===== config.mk =====
export PLATFORM = sky130hd
export DESIGN_NAME = m4i_ctrl
export DESIGN_NICKNAME = d
export VERILOG_FILES = /design/src/rtl/core/m4i_pkg.sv /design/src/rtl/core/m4i_ctrl.sv
export SDC_FILE = /design/constraint.sdc
export NUM_CORES = 1
export LEC_CHECK = 0
export BUFFER_PORTS_ARGS = -buffer_cell sky130_fd_sc_hd__buf_4
export CORE_MARGIN = 2
export CORE_UTILIZATION = 48
export DETAILED_ROUTE_END_ITERATION = 8
export PLACE_DENSITY = 0.75
export SLEW_MARGIN = 25
export SYNTH_ARGS = -nofsm -noshare
export SYNTH_HDL_FRONTEND = slang
export SYNTH_SLANG_ARGS = --single-unit

===== constraint.sdc =====
create_clock -name clk_i -period 2.5 [get_ports clk_i]
set_input_delay 0 -clock clk_i [delete_from_list [all_inputs] [get_ports clk_i]]
set_output_delay 0 -clock clk_i [all_outputs]
set_load 0.01 [all_outputs]

===== src/rtl/core/m4i_pkg.sv =====
`timescale 1ns / 1ps

package m4i_pkg;

  // Element format: signed fixed point
  localparam int WORD_WIDTH = 32;
  localparam int FRAC_BITS  = 16;

  localparam int W      = WORD_WIDTH;
  localparam int B_W    = W + 4;          // second multiplier operand
  localparam int PROD_W = W + B_W;        // product width
  localparam int MIN_W  = 2 * W + 1;      // 2x2 minor
  localparam int COF_W  = 3 * W + 3;      // 3x3 cofactor
  localparam int ACC_W  = 4 * W + 8;      // accumulator and determinant
  localparam int NUM_W  = COF_W + 2 * FRAC_BITS;
  localparam int DSH_W  = ACC_W + W;
  localparam int CMP_W  = (NUM_W > DSH_W) ? NUM_W : DSH_W;
  localparam int CNT_W  = $clog2(W + 1);

  localparam int unsigned N_ELEM = 16;
  localparam int unsigned POS_W  = 4;

  typedef enum logic [1:0] {
    BSEL_ELEM,
    BSEL_MINOR,
    BSEL_COF
  } bsel_e;

  typedef struct packed {
    logic             wr_en;
    logic [POS_W-1:0] wr_addr;
    logic [POS_W-1:0] rd_addr_a;
    logic [POS_W-1:0] rd_addr_b;
    bsel_e            bsel;
    logic [1:0]       minor_idx;
    logic [POS_W-1:0] cof_idx;
    logic [1:0]       chunk;
    logic             mul_en;
    logic             acc_en;
    logic             acc_clr;
    logic             acc_sub;
    logic             store_minor;
    logic             store_cof;
    logic             store_det;
    logic             div_load;
    logic             div_step;
    logic             emit;
    logic [POS_W-1:0] emit_pos;
    logic             emit_last;
  } m4i_cmd_t;

endpackage


===== src/rtl/core/m4i_ctrl.sv =====
`timescale 1ns / 1ps

module m4i_ctrl import m4i_pkg::*; (
  input  logic     clk_i,
  input  logic     rst_ni,
  input  logic     in_valid_i,
  output logic     in_ready_o,
  input  logic     out_free_i,
  output m4i_cmd_t cmd_o
);

  typedef enum logic [2:0] {
    ST_LOAD,
    ST_MINOR,
    ST_COFT,
    ST_DET,
    ST_DLOAD,
    ST_DIV,
    ST_EMIT
  } state_e;

  state_e           state_q;
  logic [1:0]       phase_q;
  logic [POS_W-1:0] pos_q;
  logic [1:0]       k_q;
  logic [1:0]       j_q;
  logic [CNT_W-1:0] cnt_q;

  logic [1:0] dr, dc, col_x, col_y;
  logic       step_done;
  logic       accept;

  // Index of the n-th kept row or column when index d is struck out
  function automatic logic [1:0] skip(input logic [1:0] n, input logic [1:0] d);
    skip = (n >= d) ? n + 2'd1 : n;
  endfunction

  function automatic logic [POS_W-1:0] el_addr(input logic [1:0] r, input logic [1:0] c,
                                               input logic [1:0] row_x, input logic [1:0] col_x_i);
    el_addr = {skip(c, col_x_i), skip(r, row_x)};
  endfunction

  assign dr         = pos_q[3:2];
  assign dc         = pos_q[1:0];
  assign col_x      = (k_q == 2'd0) ? 2'd1 : 2'd0;
  assign col_y      = (k_q == 2'd2) ? 2'd1 : 2'd2;
  assign step_done  = (phase_q == 2'd2);
  assign in_ready_o = (state_q == ST_LOAD);
  assign accept     = in_valid_i && in_ready_o;

  always_comb begin
    cmd_o           = '0;
    cmd_o.bsel      = BSEL_ELEM;
    cmd_o.wr_en     = accept;
    cmd_o.wr_addr   = pos_q;
    cmd_o.minor_idx = k_q;
    cmd_o.chunk     = j_q;
    cmd_o.cof_idx   = pos_q;
    cmd_o.emit_pos  = pos_q;
    cmd_o.emit_last = (pos_q == 4'd15);
    case (state_q)
      ST_MINOR: begin
        cmd_o.rd_addr_a   = (j_q == 2'd0) ? el_addr(2'd1, col_x, dr, dc)
                                          : el_addr(2'd1, col_y, dr, dc);
        cmd_o.rd_addr_b   = (j_q == 2'd0) ? el_addr(2'd2, col_y, dr, dc)
                                          : el_addr(2'd2, col_x, dr, dc);
        cmd_o.bsel        = BSEL_ELEM;
        cmd_o.chunk       = 2'd0;
        cmd_o.mul_en      = (phase_q == 2'd1);
        cmd_o.acc_en      = step_done;
        cmd_o.acc_clr     = (j_q == 2'd0);
        cmd_o.acc_sub     = (j_q == 2'd1);
        cmd_o.store_minor = step_done && (j_q == 2'd1);
      end
      ST_COFT: begin
        cmd_o.rd_addr_a = el_addr(2'd0, k_q, dr, dc);
        cmd_o.bsel      = BSEL_MINOR;
        cmd_o.mul_en    = (phase_q == 2'd1);
        cmd_o.acc_en    = step_done;
        cmd_o.acc_clr   = (k_q == 2'd0) && (j_q == 2'd0);
        // fold the checkerboard sign into the middle term's sign
        cmd_o.acc_sub   = (k_q == 2'd1) ^ dr[0] ^ dc[0];
        cmd_o.store_cof = step_done && (k_q == 2'd2) && (j_q == 2'd1);
      end
      ST_DET: begin
        cmd_o.rd_addr_a = {2'b00, pos_q[1:0]};
        cmd_o.bsel      = BSEL_COF;
        cmd_o.cof_idx   = {pos_q[1:0], 2'b00};
        cmd_o.mul_en    = (phase_q == 2'd1);
        cmd_o.acc_en    = step_done;
        cmd_o.acc_clr   = (pos_q[1:0] == 2'd0) && (j_q == 2'd0);
        cmd_o.store_det = step_done && (pos_q[1:0] == 2'd3) && (j_q == 2'd2);
      end
      ST_DLOAD: cmd_o.div_load = 1'b1;
      ST_DIV:   cmd_o.div_step = 1'b1;
      ST_EMIT:  cmd_o.emit     = out_free_i;
      default: ;
    endcase
  end

  always_ff @(posedge clk_i or negedge rst_ni) begin
    if (!rst_ni) begin
      state_q <= ST_LOAD;
      phase_q <= 2'd0;
      pos_q   <= '0;
      k_q     <= 2'd0;
      j_q     <= 2'd0;
      cnt_q   <= '0;
    end else begin
      case (state_q)
        ST_LOAD: begin
          if (accept) begin
            if (pos_q == 4'd15) begin
              pos_q   <= '0;
              k_q     <= 2'd0;
              j_q     <= 2'd0;
              phase_q <= 2'd0;
              state_q <= ST_MINOR;
            end else begin
              pos_q <= pos_q + 4'd1;
            end
          end
        end
        ST_MINOR, ST_COFT: begin
          if (!step_done) begin
            phase_q <= phase_q + 2'd1;
          end else begin
            phase_q <= 2'd0;
            if (j_q == 2'd0) begin
              j_q <= 2'd1;
            end else begin
              j_q <= 2'd0;
              if (k_q != 2'd2) begin
                k_q <= k_q + 2'd1;
              end else begin
                k_q <= 2'd0;
                if (state_q == ST_MINOR) begin
                  state_q <= ST_COFT;
                end else if (pos_q == 4'd15) begin
                  pos_q   <= '0;
                  state_q <= ST_DET;
                end else begin
                  pos_q   <= pos_q + 4'd1;
                  state_q <= ST_MINOR;
                end
              end
            end
          end
        end
        ST_DET: begin
          if (!step_done) begin
            phase_q <= phase_q + 2'd1;
          end else begin
            phase_q <= 2'd0;
            if (j_q != 2'd2) begin
              j_q <= j_q + 2'd1;
            end else begin
              j_q <= 2'd0;
              if (pos_q[1:0] == 2'd3) begin
                pos_q   <= '0;
                state_q <= ST_DLOAD;
              end else begin
                pos_q <= pos_q + 4'd1;
              end
            end
          end
        end
        ST_DLOAD: begin
          cnt_q   <= '0;
          state_q <= ST_DIV;
        end
        ST_DIV: begin
          if (cnt_q == CNT_W'(W)) begin
            state_q <= ST_EMIT;
          end else begin
            cnt_q <= cnt_q + 1'b1;
          end
        end
        ST_EMIT: begin
          if (out_free_i) begin
            if (pos_q == 4'd15) begin
              pos_q   <= '0;
              state_q <= ST_LOAD;
            end else begin
              pos_q   <= pos_q + 4'd1;
              state_q <= ST_DLOAD;
            end
          end
        end
        default: state_q <= ST_LOAD;
      endcase
    end
  end

  a_emit_free: assert property (@(posedge clk_i) disable iff (!rst_ni)
    cmd_o.emit |-> out_free_i)
    else $error("result issued while output register busy");

  a_run_start: assert property (@(posedge clk_i) disable iff (!rst_ni)
    (accept && pos_q == 4'd15) |=> (state_q == ST_MINOR))
    else $error("sixteenth word did not start the inversion");

  a_div_len: assert property (@(posedge clk_i) disable iff (!rst_ni)
    (state_q == ST_DIV && cnt_q == CNT_W'(W)) |=> (state_q == ST_EMIT))
    else $error("divider did not hand over after its last step");

endmodule


==> run_results.csv <==
group,metric,value,unit
outcome,outcome,"complete, no violations",
yosys,yosysMostFrequentCell,"nor2_1",
yosys,ys_async_sr_fraction,100.0,%
yosys,ys_types,47,
floorplan,num_rows,21,
timing,fmax,0.4207,GHz
yosys,avgSynthCellArea,8.157,µm²
floorplan,fp.coreArea,3337,µm²
finish,fin_util,61.68,%
finish,seq_area,475.5,µm²
finish,final_cells,289,
timing,relSlewSlack,62.30,%
placement,numPortBuffers,42,
finish,antennaDiodeCount,0,
yosys,synthesis.area,1664,µm²
job,drv_cap,0,
pwr,intPower,1.409,mW
placement,dp_cells,280,
worst_setup_path,startpoint,"k_q[0]$_DFFE_PN0P_",
floorplan,die_y,62.88,µm
worst_setup_path,cp-start-kind,"flop",
finish,multi_input_area,1061,µm²
yosys,syn_inst,204,
pwr,pwr-share-comb,70.3,%
placement,place_worst_setup_slack,281.8,ps
grt,grt_max_degree,20,
clock_tree,cts_root_buf,"clkbuf_4",
detailed_routing,drt-initial-drc-count,53,
worst_setup_path,crit_buf_inv,3,
grt,grt_pass1_vias,1482,
finish,nFillCells,309,
pwr,power.share.clock,6.3,%
placement,dp_hpwl,3.069,mm
clock_tree,cts_sinks,19,
yosys,syn-num-nets,225,
timing,setup_viol,0,
worst_setup_path,arrival,2380,ps
pwr,leakage,1.016,nW
clock_tree,worstSkewPairLatency,310,ps
pwr,netSwitchingPower,1.319,mW
timing,fin_crit_sh,95.07,%
yosys,yosys_warnings,0,
detailed_routing,antenna_left,0,
worst_setup_path,reg2reg_from,"state_q[1]$_DFFE_PN0P_",
clock_tree,cts_max_level,1,
clock_tree,cts_tree,"yes",
yosys,synthTopCellsByArea,"dfrtp_1 (29%), ha_1 (13%), nor2_1 (5.4%)",
clock_tree,cts_buffer_depth,2,
pwr,switching_share,48.36,%
timing,final_max_slew_viol_count,0,
worst_setup_path,path_cells,"inv_2 -> ha_4 -> inv_1 -> ha_1 -> nand2b_1 -> a21oi_1 -> ha_1 -> nor2_1 -> a21oi_1 -> o22ai_1 -> buf_4",
yosys,synth_top_cell_area_share,28.57,%
yosys,synth_ff_type,"dfrtp_1",
timing,worstMarginPinSlew,560.3,ps
worst_setup_path,crit_path_max_fanout,4,
worst_setup_path,worstSetupPathType,"reg -> out",
timing,period_needed,2377,ps
pwr,power.density,1325,nW/µm²
yosys,synth.top_cells.by_count,"nor2_1 (24), dfrtp_1 (19), ha_1 (17)",
floorplan,pin_count,43,
timing,hold_viol,0,
finish,design_area,2058,µm²
placement,place_area,1973,µm²
grt,grt_overflow_total,0,
grt,grt_usage,21.15,%
worst_setup_path,max_stage_delay,440,ps
timing,finalWorstSetupSlack,123.1,ps
floorplan,die_area,3954,µm²
grt,antenna_found_initial,0,
yosys,synth_top_area_cell,"dfrtp_1",
grt,grt_pass1_wl,6.796,mm
finish,area.growth.synth_to_final,23.68,%
detailed_routing,routed_wl,4.075,mm
worst_setup_path,crit_family,"adder cells",
finish,final_nets,265,
worst_hold_path,hp-class,"in -> async",
pwr,sequentialPowerShare,23.5,%
detailed_routing,post_drt_via_cell_ratio,5.415,
worst_setup_path,crit_required,2500,ps
detailed_routing,routedWlPerCell,14.10,µm
placement,place_congestion,0.8201,
clock_tree,clkTransAtPathRegs,120,ps
yosys,synth_edf_count,0,
floorplan,fp.dieW,62.88,µm
detailed_routing,vias,1565,
pwr,p_total,2.728,mW
detailed_routing,dr.pass1.iters,4,
clock_tree,cts_buffers,3,
worst_setup_path,end_kind,"output pin",
pwr,ir_drop,0.6543,mV
yosys,synth_seq_area_share,28.57,%
timing,fin_skew,7.328,ps
finish,layout-drive-gt1-share,27.16,%
yosys,ys_seq_elements,19,
worst_setup_path,crit_slowest_cell,"dfrtp_1",
detailed_routing,drc_errors,0,
floorplan,initial_core_util,49.87,%
worst paths after layout:
| check | to | slack (ps) | cells after the start |
|---|---|---|---|
| setup / recovery | cmd_o[31] | 120 | 11 |
| hold / removal | phase_q[1]$_DFFE_PN0P_ | 80 | 2 |
| setup reg to reg | pos_q[1]$_DFFE_PN0P_ | 420 | 5 |
| hold reg to reg | phase_q[1]$_DFFE_PN0P_ | 520 | 1 |
| max in group asynchronous | pos_q[0]$_DFFE_PN0P_ | 2210 | 2 |
| min in group clk_i | j_q[1]$_DFFE_PN0P_ | 130 | 4 |
state kept, by name, indices dropped and copies added (netlist names):
name and count:
cnt_q 6, pos_q 4, state_q 3, j_q 2
k_q 2, phase_q 2
power groups by stage:
| stage | Sequential (mW) | Clock (mW) | Combinational (mW) |
|---|---|---|---|
| 3_3_place_gp | 0.630 | 0 | 1.82 |
| 3_5_place_dp | 0.637 | 0 | 1.85 |
| 4_1_cts | 0.632 | 0.174 | 1.86 |
| 2_1_floorplan | 0.573 | 0 | 1.30 |
| 5_1_grt | 0.667 | 0.195 | 2.13 |
| 6_report | 0.640 | 0.171 | 1.92 |
through the flow:
step                hold WS (ps)  setup TNS, ps
global placement          -111.8              0
floorplan                 -295.6              0
global route               87.21         -4.524
CTS                        87.70              0
finish                     79.55              0
detailed placement        -106.9              0
layout by cell type (no fill, tap or decap), types with 4 or more instances in the layout:
cell type / n
buf_4: 48
nor2_1: 24
dfrtp_1: 19
nand2_1: 16
ha_1: 15
inv_1: 14
a21oi_1: 13
o21ai_0: 9
nand2b_1: 7
nor3_1: 6
and2_1: 4
xnor2_1: 4
nand4_1: 4
worst reg2reg max path: stages (launching register included):
cell	delay (ps)
dfrtp_1	610
nand2_4	200
inv_2	110
and2_1	190
a2111o_1	520
mux2_4	340
cells by family (layout without fill, tap and decap cells):
logic type	Yosys count	after routing	share of synthesized area [%]
mux	8	8	5.413
fa+ha+maj	17	17	12.78
flops	19	19	28.57
compound gates	44	44	17.37
simple gates	78	78	23.61
buf+inv	31	70	8.572
xor+xnor	7	7	3.684
timing repair:
action,CTS,global route
endpoints found under the setup margin,1,3
gates resized for setup,2,3
hold buffers,1,0
pin swaps,0,0
hold endpoints to repair,19,0
setup buffers,0,4
layer usage:
| layer | global-route usage [%] | up-vias | share of wire (%) |
|---|---|---|---|
| met5 | 0 | - | 0 |
| met4 | 5.833 | 0 | 0.52 |
| met3 | 2.342 | 3 | 4.1 |
| met2 | 35.37 | 48 | 47 |
| met1 | 28.81 | 733 | 48 |
| li1 | - | 781 | - |
cell type report:
class | count | share of cell area (%)
Inverter | 17 | 3.100
Timing Repair Buffer | 49 | 17.99
Clock buffer | 3 | 1.094
Clock inverter | 1 | 0.3647
Tap cell | 46 | 2.796
Sequential cell | 19 | 23.10
Multi-Input combinational cell | 154 | 51.55
Note: power is estimated with default switching activity, not from simulation.
